[src/design/npp_pkg.sv]
// Shared types, widths and codes for the nearest-point-on-polyline block.
package npp_pkg;

    localparam int COORD_BITS   = 24;
    localparam int DIFF_BITS    = COORD_BITS + 1;
    localparam int PROD_BITS    = 2 * DIFF_BITS;
    localparam int SUM_BITS     = PROD_BITS + 1;
    localparam int DIST_BITS    = 2 * COORD_BITS + 4;
    localparam int QUO_BITS     = COORD_BITS + 1;
    localparam int CNT_BITS     = $clog2(COORD_BITS);
    localparam int CFG_IDX_BITS = 1;

    localparam logic [CFG_IDX_BITS-1:0] CFG_QUERY_X = 1'b0;
    localparam logic [CFG_IDX_BITS-1:0] CFG_QUERY_Y = 1'b1;

    typedef struct packed {
        logic signed [COORD_BITS-1:0] vertex_x;
        logic signed [COORD_BITS-1:0] vertex_y;
        logic                         first_vertex;
        logic                         last_vertex;
    } t_in_word;

    typedef struct packed {
        logic signed [COORD_BITS-1:0] nearest_x;
        logic signed [COORD_BITS-1:0] nearest_y;
        logic                         found;
    } t_out_word;

    typedef struct packed {
        logic load;
        logic delta;
        logic mul_len;
        logic mul_dot;
        logic sum_dot;
        logic decide;
        logic div_step;
        logic round;
        logic err;
        logic mul_err;
        logic cmp;
        logic finish;
    } t_npp_cmd;

    typedef struct packed {
        logic seg;
        logic need_div;
        logic last;
        logic out_free;
    } t_npp_status;

endpackage

[src/design/npp_ctrl.sv]
// Sequencer that steps the datapath through one vertex.
module npp_ctrl import npp_pkg::*; (
    input  logic        i_clk,
    input  logic        i_rst_n,
    input  logic        i_in_valid,
    input  t_npp_status i_status,
    output logic        o_in_ready,
    output t_npp_cmd    o_cmd
);

    typedef enum logic [11:0] {
        S_IDLE   = 12'b000000000001,
        S_DELTA  = 12'b000000000010,
        S_LEN    = 12'b000000000100,
        S_DOT    = 12'b000000001000,
        S_SUMDOT = 12'b000000010000,
        S_DECIDE = 12'b000000100000,
        S_DIV    = 12'b000001000000,
        S_ROUND  = 12'b000010000000,
        S_ERR    = 12'b000100000000,
        S_DIST   = 12'b001000000000,
        S_CMP    = 12'b010000000000,
        S_FINISH = 12'b100000000000
    } t_state;

    localparam logic [CNT_BITS-1:0] CNT_LAST = CNT_BITS'(COORD_BITS - 1);

    t_state              r_state, n_state;
    logic [CNT_BITS-1:0] r_cnt, n_cnt;

    always_comb begin
        n_state    = r_state;
        n_cnt      = r_cnt;
        o_cmd      = '0;
        o_in_ready = 1'b0;
        case (r_state)
            S_IDLE: begin
                o_in_ready = 1'b1;
                if (i_in_valid) begin
                    o_cmd.load = 1'b1;
                    n_state    = S_DELTA;
                end
            end
            S_DELTA: begin
                if (i_status.seg) begin
                    o_cmd.delta = 1'b1;
                    n_state     = S_LEN;
                end else begin
                    n_state = S_FINISH;
                end
            end
            S_LEN: begin
                o_cmd.mul_len = 1'b1;
                n_state       = S_DOT;
            end
            S_DOT: begin
                o_cmd.mul_dot = 1'b1;
                n_state       = S_SUMDOT;
            end
            S_SUMDOT: begin
                o_cmd.sum_dot = 1'b1;
                n_state       = S_DECIDE;
            end
            S_DECIDE: begin
                o_cmd.decide = 1'b1;
                n_cnt        = '0;
                n_state      = i_status.need_div ? S_DIV : S_ERR;
            end
            S_DIV: begin
                o_cmd.div_step = 1'b1;
                if (r_cnt == CNT_LAST) begin
                    n_state = S_ROUND;
                end else begin
                    n_cnt = r_cnt + 1'b1;
                end
            end
            S_ROUND: begin
                o_cmd.round = 1'b1;
                n_state     = S_ERR;
            end
            S_ERR: begin
                o_cmd.err = 1'b1;
                n_state   = S_DIST;
            end
            S_DIST: begin
                o_cmd.mul_err = 1'b1;
                n_state       = S_CMP;
            end
            S_CMP: begin
                o_cmd.cmp = 1'b1;
                n_state   = S_FINISH;
            end
            S_FINISH: begin
                // A last word has to wait until the output register is free.
                if (!i_status.last || i_status.out_free) begin
                    o_cmd.finish = 1'b1;
                    n_state      = S_IDLE;
                end
            end
            default: begin
                n_state = S_IDLE;
            end
        endcase
    end

    always_ff @(posedge i_clk) begin
        if (!i_rst_n) begin
            r_state <= S_IDLE;
            r_cnt   <= '0;
        end else begin
            r_state <= n_state;
            r_cnt   <= n_cnt;
        end
    end

endmodule

[config.mk]
export PLATFORM = sky130hd
export DESIGN_NAME = npp_ctrl
export DESIGN_NICKNAME = d
export VERILOG_FILES = /design/src/design/npp_pkg.sv /design/src/design/npp_ctrl.sv
export SDC_FILE = /design/constraint.sdc
export NUM_CORES = 1
export LEC_CHECK = 0
export BUFFER_PORTS_ARGS = -buffer_cell sky130_fd_sc_hd__buf_2
export CAP_MARGIN = 20
export CORE_UTILIZATION = 45
export DETAILED_ROUTE_END_ITERATION = 10
export GPL_TIMING_DRIVEN = 0
export PLACE_DENSITY = 0.81
export SETUP_SLACK_MARGIN = 0.3
export SYNTH_ARGS = -nofsm -noshare
export SYNTH_HDL_FRONTEND = slang
export SYNTH_SLANG_ARGS = --single-unit
[constraint.sdc]
create_clock -name i_clk -period 1.8 [get_ports i_clk]
set_input_delay 0.18 -clock i_clk [delete_from_list [all_inputs] [get_ports i_clk]]
set_output_delay 0.18 -clock i_clk [all_outputs]
set_load 0.02 [all_outputs]
* Word level (Yosys, flattened, before mapping) *
Index checks and enable logic that the tools add are counted.

storage, ports and cells
  register bits = 17
  output and inout bits = 13
  word-level logic and storage cells = 49
  bits of input ports = 7

operators by class
  equal/unequal tests = 17
  reduce and logical (&&, ||, !) cells = 5
  $add $sub $neg = 1
  muxes and demuxes = 24

operator list
  operator              number
  $pmux 12 s12          1
  $mux 12               4
  $mux 1                16
  $eq 12x1->1 const B   1
  $eq 12x10->1 const B  1
  $eq 12x11->1 const B  1
  $eq 12x12->1 const B  1
  $eq 12x2->1 const B   1
  $eq 12x3->1 const B   1
  $eq 12x4->1 const B   1
  $eq 12x5->1 const B   1
  $eq 12x6->1 const B   1
  $eq 12x7->1 const B   1
  $eq 12x8->1 const B   1
  $eq 12x9->1 const B   1
  $pmux 5 s2            1
  $mux 9                1
  $ne 2x2->1 const B    4
  $add 5x1->5 const B   1
  $eq 5x5->1 const B    1
  $mux 5                1
  $reduce_and 3->1      1
  $reduce_and 2->1      1
  $reduce_bool 2->1     1
  other kinds (2)       2

* Depth between registers and ports, before layout *
Gate-level depths: netlist of the first run.

  depth in word-level cells = 4
  gate-level depth with buffers = 7
  gate-level depth less buffers = 6

* Worst setup path before layout of the first run *
Ideal clock, no wire load.

  path type = register to register
  from = reg r_state[10]
  to = reg r_state[0]
  required time = 1686 ps
  data arrival time = 2143 ps
  library setup time = 114 ps
  cell stages (with the launch flop) = 7
  path slack = -457 ps
  period minus slack after synthesis = 2257 ps
  buffers on the path = 1
  path through = dfxtp_1 > buf_2 > nor4_2 > nand3_1 > nor4_1 > nor4_1 > a21o_1

on the way
  word-level cells in the longest chain between the ends = 3
  elaborated cells between the ends (all ways) = 17
  those cells by class = eq/ne (15); mux (1); reduce/logical (1)

ends and longest elaborated chain
  item                                        line             text
  start: declaration                          npp_ctrl.sv:28   t_state r_state, n_state;
  start signal: assignment                    npp_ctrl.sv:111  r_state <= n_state;
  $eq 12x12->1, or another cell as far along  npp_ctrl.sv:36   case (r_state)
  $ne 2x2->1 (no line)                        n/a
  $reduce_and 3->1 (no line)                  n/a

Parallel ways exist; a longest one is shown, timed or not.
A chain may end at the register's enable or synchronous reset.

==> impl_metrics.ini, run 1 <==
[global_route]
grt_max_degree = 11
antenna_found_initial = 0
track_usage_pct = 30.0
grt_pass1_vias = 1127
grt_pass1_wl_mm = 5.45
grt_overflow = 0

[setup_path]
crit_chain = buf_6, or4_4, buf_6, or3_4, nor4b_4, buf_4
reg2reg_depth = 9
cp_common_cell = buf_6
arrival_ns = 2.19
cp_max_fo = 4
crit_required_ns = 1.62
crit_path_start_kind = flip-flop
end_kind = output port
critPathSlowestCell = or4_4
critical_path_class = reg -> out
cpPeakStageDelay_ns = 0.47

[sta]
worstMarginPinSlew_ns = 0.558
period_share_pct = 132
rsz0062_at_grt = true
finalCriticalPeriod_ns = 2.37
worst_slack_ns = -0.571
whs_ns = 0.139
hold_violations = 0
max_clock_freq_ghz = 0.422
maxSlewHeadroom_pct = 62.5
skew_ns = 0.00486
setup_viol = 28
drv_slew = 0

[floorplanning]
ios = 20
die_h_um = 50.2
start_util_pct = 47.7
die_w_um = 50.2
row_count = 17
placeableCoreArea_um2 = 2190
die_area_um2 = 2520

[cells_and_area]
layout_commonest_cell = buf_4
layout-drive-gt1-share_pct = 65.9
diodes = 0
area_growth_pct = 72.5
final_cell_mix = buf_4, buf_6, nor2_1
final_nets = 176

[drt]
wirelength_mm = 4.16
via_count = 1167
avgViaCountPerCell = 5.98
postRouteAntennaNets = 0
dr.pass1.iters = 4
drt_iter0_markers = 20
drcViolationCount = 0
wl_per_cell_um = 21.3

[synth]
synth_cells = 111
ys_seq_area_share_pct = 32.6
yosys.cell_types.count = 40
synth_ff_type = dfxtp_1
avgSynthCellArea_um2 = 9.41
synth_area_um2 = 1040
async_reset_ff_share_pct = 0
yosysWarnings = 0
yosys_register_bits = 17
syn_nets = 119
synth_edf_count = 0

[power]
power_frac_comb_pct = 35.1
pwr-share-seq_pct = 41.5
switching_share_pct = 34.9
p_per_area_nw_per_um2 = 539
p_leak_nw = 0.722
clock_power_share_pct = 23.4
intPower_mw = 0.632
total_power_mw = 0.971
power.switching_mw = 0.339
irDropWorstVdd_mv = 0.502

[cts]
numCtsBuffers = 3
clock_latency_ns = 0.31
hold_buffers = 0
cts-root-buf = clkbuf_4
cts_tree = yes
clk_pin_slew_ns = 0.11
clk_path_buf_depth = 2
clock-sinks = 17
cts_htree_levels = 1

[placed_design]
dp_hpwl_mm = 1.72
gp_congestion = 0.777
port_buffers = 19
dp_slack_ns = -0.286

[worst_hold_path]
whs_path_depth = 3
min_path_type = in -> reg

[outcome]
outcome = complete, but fails checks
violations = negative setup slack

[flow_run]
maxCapViolations = 0
==> cell usage after synthesis, types with 3 or more instances <==
master	instances	share of area, %
dfxtp_1	17	33
inv_1	4	1.4
nand2_1	3	1.1
nand2b_1	4	2.4
nor2_1	14	5.0
nor2b_1	3	1.8
nor4_1	7	4.2
nor4b_1	3	2.5
nor4b_4	3	6.8
o21ai_0	6	2.9
or4_4	3	3.2
xor2_1	6	5.0
==> kinds of logic (layout without fill, tap and decap cells) <==
group / after synthesis / count (layout) / share of synthesized area, %
multiplexers: 2 / 2 / 1.92
XOR/XNOR: 6 / 6 / 5.03
AO/OA/AOI/OAI: 13 / 13 / 8.26
buffers and inverters: 10 / 66 / 5.63
adder cells (fa/ha/maj): 1 / 1 / 1.20
AND/OR/NAND/NOR: 62 / 62 / 45.4
flip-flops: 17 / 17 / 32.6
==> area by class of cell <==
type,instances,area (um^2)
multi-input cells,84,868
clock inverters,1,5.00
fillers,115,389
plain buffers,6,67.6
inverters,4,15.0
flip-flops and latches,17,359
repair buffers,52,429
clock buffers,3,22.5
well taps,28,35.0
==> registers in the layout, summed over array words and instances, names as in the netlist <==
register	cells
r_cnt	5
r_state	12
==> path summary, 6_finish.rpt <==
| check | to | start | slack (ns) |
|---|---|---|---|
| min reg2reg | r_cnt[4]$_SDFFE_PN0P_ | r_cnt[4]$_SDFFE_PN0P_ | 0.55 |
| min | r_state[2]$_SDFFE_PN0P_ | i_status[3] | 0.14 |
| max reg2reg | r_state[7]$_SDFFE_PN0P_ | r_state[5]$_SDFFE_PN0P_ | -0.27 |
| max | o_cmd[3] | r_state[2]$_SDFFE_PN0P_ | -0.57 |
==> stage by stage <==
stage,setup TNS (ns),instance area (um^2),instances,util [%]
after global routing,-9.58,1800,195,82.2
after detailed placement,-3.50,1240,158,56.7
final,-7.85,1800,195,82.2
after global placement,-2.94,1240,158,56.7
after floorplan,-1.88,1110,111,-
after CTS,-6.47,1650,185,75.1
==> per-layer routing <==
| layer | wire, um | global-route usage (%) | part of all wire, % |
|---|---|---|---|
| met3 | 147 | 3.94 | 3.5 |
| met1 | 1550 | 29.5 | 37 |
| met4 | 249 | 20.5 | 6.0 |
| met2 | 2210 | 57.1 | 53 |
| met5 | 0 | 0 | 0 |
==> critical path, delay by kind of cell (launching register included) <==
family                 cells  cell delay, ns
AND/OR/NAND/NOR            3            1.12
buffers and inverters      3            0.44
flip-flops                 1            0.33
==> power groups by stage <==
| stage | registers, mW | logic [mW] | clock network (mW) |
|---|---|---|---|
| after global placement | 0.407 | 0.197 | 0 |
| after global routing | 0.402 | 0.358 | 0.241 |
| after floorplan | 0.405 | 0.157 | 0 |
| after detailed placement | 0.408 | 0.200 | 0 |
| after CTS | 0.395 | 0.285 | 0.214 |
| final | 0.403 | 0.341 | 0.227 |
==> repair_timing <==
item	in CTS	in global routing
setup endpoints to repair	29	30
gates resized for setup	51	20
setup buffers	23	10
pin swaps	17	12
Note: power is estimated with default switching activity, not from simulation.
==> run 2: changes to the inputs <==
Settings changed: ABC_AREA set to 1, GPL_TIMING_DRIVEN 0 to 1, HOLD_SLACK_MARGIN set to 0.05.
==> run 2 against run 1 <==
The run now ends clean. Clock power fell by 5%. Power decreased by 1.0%. Non-clock buffer count decreased by 24. Flip-flop and latch count is the same. Largest cell class unchanged.
==> impl_metrics.ini, run 2 <==
[setup_path]
r2r_slack_ns = 0.26
end_kind = output port
reg2reg_from = r_state[11]$_SDFFE_PN0P_
path_buf_inv = 1
crit_path_start_kind = flip-flop
cp_common_cell = nor2_4
crit_chain = nor2_4, nand2_4, nor2_4, nand2_2, nor2_1, buf_4
critPathSlowestCell = dfxtp_2
critical_path_class = reg -> out
cp_top_family = simple AND/OR/NAND/NOR gates
reg2reg_depth = 11
crit_required_ns = 1.62
cp_max_fo = 4
r2r-end = r_state[9]$_SDFFE_PN0P_
cpPeakStageDelay_ns = 0.37
arrival_ns = 1.42
startpoint = r_state[11]$_SDFFE_PN0P_

[synth]
avgSynthCellArea_um2 = 6.96
synthTopCellsByArea = dfxtp_1, nand2_1, inv_1
yosysMostFrequentCell = nand2_1
synth_mux_area_share_pct = 0
synth_ff_type = dfxtp_1
yosysTopAreaCellShare_pct = 32.4
synth_edf_count = 0
async_reset_ff_share_pct = 0
yosys_register_bits = 17
synthAdderAreaFrac_pct = 1.19
synth_xor_area_share_pct = 0
synth_top_family_by_area = simple AND/OR/NAND/NOR gates
post-synth-top-area-cell = dfxtp_1
ys_seq_area_share_pct = 32.4
synth_common_cells = nand2_1, inv_1, nor2_1
synth-compound-area-share_pct = 5.36
synth_area_um2 = 1050
yosysWarnings = 0
yosys.cell_types.count = 27
syn_nets = 159
synth_cells = 151
synthSimpleGateAreaFrac_pct = 48.9

[cells_and_area]
largest_registers = r_state: 12 flops, r_cnt: 5 flops
area_growth_pct = 47.5
fillCellCount = 180
final_cell_mix = inv_1, nand2_1, buf_4
diodes = 0
final_util_pct = 70.1
layout-drive-gt1-share_pct = 56.4
stdcell_count = 216
final_nets = 197
regMostFlops = r_state
largest_reg_flops = 12

[floorplanning]
die_h_um = 50.3
placeableCoreArea_um2 = 2210
die_area_um2 = 2530
ios = 20
die_w_um = 50.3
row_count = 17
start_util_pct = 47.5

[sta]
skew_ns = 0.00105
hold_violations = 0
rsz0062_at_grt = true
maxSlewHeadroom_pct = 71.8
max_clock_freq_ghz = 0.626
whs_ns = 0.127
finalCriticalPeriod_ns = 1.60
period_share_pct = 88.8
setup_viol = 0
worstMarginPinSlew_ns = 0.420
worst_slack_ns = 0.202
drv_slew = 0
setup_tns_ns = 0

[cts]
cts_tree = yes
clock-sinks = 17
cts_htree_levels = 1
clk_path_buf_depth = 2
hold_buffers = 0
numCtsBuffers = 3
clk_pin_slew_ns = 0.10
clock_latency_ns = 0.30
cts-root-buf = clkbuf_4

[global_route]
grt_pass1_wl_mm = 4.40
grt_pass1_vias = 1066
track_usage_pct = 23.5
grt_max_degree = 11
antenna_found_initial = 0
grt_overflow = 0

[worst_hold_path]
whs_endpoint = r_state[0]$_SDFFE_PN1P_
min_from = i_rst_n
min_path_type = in -> reg
whs_path_depth = 2

[flow_run]
maxCapViolations = 0

[power]
pwr-share-seq_pct = 41.8
p_per_area_nw_per_um2 = 620
power_frac_comb_pct = 35.9
p_leak_nw = 0.754
intPower_mw = 0.621
clock_power_share_pct = 22.3
power.switching_mw = 0.340
switching_share_pct = 35.4
irDropWorstVdd_mv = 0.552

[placed_design]
dp_hpwl_mm = 1.83
dp_slack_ns = 0.428
port_buffers = 19
gp_congestion = 0.795
placed_cells = 197

[drt]
avgViaCountPerCell = 5.18
wirelength_mm = 2.96
dr.pass1.iters = 4
drcViolationCount = 0
wl_per_cell_um = 13.7
via_count = 1119
drt_iter0_markers = 8
postRouteAntennaNets = 0

[outcome]
outcome = finished clean
run 2: cell types whose count changed in the layout (fill, tap and decap cells not counted), sizes merged, moves of 9 or more:
cell	previous run	this run
nand2	3	35
inv	4	30
nor4	10	1
nor2	14	32
nor3	3	13
buf	58	34
run 2: power by group through the flow:
stage	Clock [mW]	Combinational [mW]	Sequential, mW
after floorplan	0	0.166	0.403
after global placement	0	0.206	0.405
after detailed placement	0	0.212	0.405
after CTS	0.221	0.278	0.400
after global routing	0.237	0.369	0.405
final	0.215	0.345	0.402
run 2: repair_timing:
| item | in CTS | in global routing |
|---|---|---|
| gates cloned | 0 | 0 |
| pin swaps | 12 | 8 |
| setup endpoints to repair | 13 | 24 |
| hold endpoints to repair | 0 | 0 |
| setup buffers | 9 | 6 |
| resized for setup | 42 | 34 |
run 2: worst max-delay path by stage:
stage / to / slack, ns / cells past startpoint
finish: o_cmd[10] / 0.20 / 6
floorplan: r_state[9]$_SDFFE_PN0P_ / 0.53 / 8
global placement: r_cnt[0]$_SDFFE_PN0P_ / 0.48 / 7
detailed placement: r_cnt[0]$_SDFFE_PN0P_ / 0.43 / 7
CTS: o_cmd[10] / 0.23 / 6
global route: o_cmd[10] / 0.11 / 6
run 2: cells by family (layout without fill, tap and decap cells):
logic type,after synthesis,in the layout
and+or+nand+nor,91,91
buffers and inverters,33,70
DFF,17,17
AOI/OAI and AO/OA,9,9
adders and majority gates,1,1
run 2: layout make-up:
| type | instances | area (um^2) | area share [%] |
|---|---|---|---|
| sequential | 17 | 358 | 23.1 |
| tap | 28 | 35.0 | 2.26 |
| clock buffer | 4 | 26.3 | 1.69 |
| timing repair buffer | 34 | 270 | 17.4 |
| inverter | 32 | 125 | 8.07 |
| multi-input combinational | 101 | 736 | 47.5 |
run 2: layer usage:
metal	track usage (%)	vias to the layer above	part of all wire [%]
li1	-	537	-
met1	22.8	531	36
met4	11.6	0	2.6
met2	45.3	42	57
met5	0	-	0
met3	5.76	9	4.2
run 2: worst register-to-register path: stages (launching register included):
cell and delay, ns:
dfxtp_2 0.37, nor2_4 0.12, nand2_4 0.09, nor2_4 0.20
nand2_2 0.08, buf_4 0.14, buf_4 0.14, nand3_1 0.09
nor2_1 0.06, nand3_2 0.07, nand2_2 0.05, nor2_2 0.06
run 2: through the flow:
step	power [mW]	area (um^2)
finish	0.961	1550
global placement	0.610	1170
detailed placement	0.617	1170
CTS	0.899	1380
floorplan	0.569	1050
global route	1.01	1550
==> run 3: changes to the inputs <==
Settings changed: BUFFER_PORTS_ARGS -buffer_cell sky130_fd_sc_hd__buf_2 to -buffer_cell sky130_fd_sc_hd__buf_4, CORE_MARGIN set to 5, CORE_UTILIZATION 45 to 30, PLACE_DENSITY 0.81 to 0.61.
==> run 3 against run 2 <==
Routed wire length is 13% lower. Die area is 89% higher. Maximum frequency is 1.9% higher. Critical endpoint is now o_cmd[0]. Core utilization is 22 points lower. Design area is 3.6% higher. Via count is 6.9% lower. Global-route usage is 13 points lower. Sequential power hardly changed. Critical path depth stayed put. Sequential share of layout area is 0.73 points lower. Cell count is 11% higher.
==> impl_metrics.ini, run 3 (synthesized netlist as in run 2, its figures left out) <==
[power]
power_frac_comb_pct = 34.1
irDropWorstVdd_mv = 0.373
intPower_mw = 0.605
pwr-share-seq_pct = 43.5
power.switching_mw = 0.314
clock_power_share_pct = 22.4
p_leak_nw = 0.790
total_power_mw = 0.919
p_per_area_nw_per_um2 = 572
switching_share_pct = 34.2

[floorplanning]
start_util_pct = 31.2
placeableCoreArea_um2 = 3360
die_w_um = 69.2
die_area_um2 = 4790
ios = 20
die_h_um = 69.2
row_count = 21

[drt]
avgViaCountPerCell = 4.36
wirelength_mm = 2.57
drcViolationCount = 0
highest_layer = met4
via_count = 1042
drt_iter0_markers = 20
wl_met2_mm = 1.28
wl_per_cell_um = 10.7
wl_met3_um = 100
met1_length_mm = 1.13
postRouteAntennaNets = 0
dr.pass1.iters = 4

[sta]
rsz0062_at_grt = true
hold_violations = 0
worstMarginPinSlew_ns = 0.355
finalCriticalPeriod_ns = 1.57
worst_slack_ns = 0.232
setup_tns_ns = 0
maxSlewHeadroom_pct = 76.2
setup_viol = 0
period_share_pct = 87.1
skew_ns = 0.00705
drv_slew = 0
max_clock_freq_ghz = 0.638

[setup_path]
critPathSlowestCell = dfxtp_2
cp_max_fo = 6
path_buf_inv = 1
crit_path_start_kind = flip-flop
end_kind = output port
cpPeakStageDelay_ns = 0.35
crit_required_ns = 1.62
crit_chain = nor2_2, nand2_2, nor2_4, nand2_2, nor2_2, buf_6
critical_path_class = reg -> out
cp_top_family = simple AND/OR/NAND/NOR gates
arrival_ns = 1.39

[global_route]
antenna_found_initial = 0
grt_overflow = 0
grt_pass1_wl_mm = 4.13
grt_max_degree = 11
grt_pass1_vias = 961
track_usage_pct = 10.1

[cells_and_area]
fillCellCount = 364
final_nets = 202
diodes = 0
stdcell_count = 239
layout-drive-gt1-share_pct = 58.0
area_growth_pct = 52.9
largest_reg_flops = 12
layout_commonest_cell = buf_4
final_cell_mix = buf_4, nor2_1, inv_1
largest_registers = r_state: 12 flops, r_cnt: 5 flops
regMostFlops = r_state
final_area_um2 = 1610

[flow_run]
maxCapViolations = 0

[cts]
clock_latency_ns = 0.29
clk_pin_slew_ns = 0.10
hold_buffers = 0
cts_htree_levels = 1
clk_path_buf_depth = 2
cts_tree = yes
clock-sinks = 17
numCtsBuffers = 3
cts-root-buf = clkbuf_4

[placed_design]
dpl_cell_area_um2 = 1240
dp_slack_ns = 0.454
placed_cells = 215
port_buffers = 19
dp_hpwl_mm = 1.73
gp_congestion = 0.798

[outcome]
outcome = finished clean

[worst_hold_path]
min_path_type = in -> reg
## run 3: cell types whose count changed in the layout (fill, tap and decap cells not counted), moves of 4 or more
cell and change:
buf_2 -6, buf_6 +6, inv_2 +6, buf_4 +5
nor3_1 +5, nand2_1 -4, nand2_2 +4, nor3_2 -4
## run 3: power by group through the flow
stage	Combinational (mW)	Sequential (mW)	Clock [mW]
3_5_place_dp	0.223	0.405	0
6_report	0.313	0.400	0.206
5_1_grt	0.341	0.401	0.229
3_3_place_gp	0.225	0.405	0
4_1_cts	0.264	0.402	0.218
2_1_floorplan	0.166	0.403	0
## run 3: metal layers
layer / GRT usage (%) / up-vias
met5: 0 / -
met4: 3.90 / 0
met3: 1.74 / 6
met2: 17.9 / 19
met1: 11.9 / 469
li1: - / 548
## run 3: layout make-up
type	count	area (um^2)	area share [%]
sequential	17	359	22.4
tap	46	57.6	3.58
inverter	32	120	7.48
clock buffer	4	26.3	1.64
timing repair buffer	39	345	21.5
multi-input combinational	101	698	43.5
## run 3: timing repair
action                     4_1_cts  5_1_grt
gates resized for setup         32       35
pin swaps                       10       17
setup endpoints to repair       13       17
buffers inserted                 8       12
## run 3: worst paths after layout
path / depth (start not counted) / startpoint / slack [ns] / endpoint
min reg2reg: 2 / r_cnt[1]$_SDFFE_PN0P_ / 0.50 / r_cnt[1]$_SDFFE_PN0P_
max reg2reg: 9 / r_state[11]$_SDFFE_PN0P_ / 0.33 / r_cnt[0]$_SDFFE_PN0P_
max: 6 / r_state[4]$_SDFFE_PN0P_ / 0.23 / o_cmd[0]
min: 2 / i_rst_n / 0.13 / r_state[0]$_SDFFE_PN1P_
## run 3: worst reg2reg max path, delay by kind of cell (launching register included)
| kind | cells | cell delay, ns |
|---|---|---|
| buffers and inverters | 2 | 0.17 |
| flip-flops | 1 | 0.36 |
| AO/OA/AOI/OAI | 1 | 0.06 |
| AND/OR/NAND/NOR | 6 | 0.75 |
## run 3: through the flow
step | hold slack (ns) | utilization (%)
after floorplan | 0.265 | -
after global placement | 0.423 | 37.0
after detailed placement | 0.434 | 37.0
after CTS | 0.117 | 41.8
after global routing | 0.122 | 47.8
final | 0.126 | 47.8
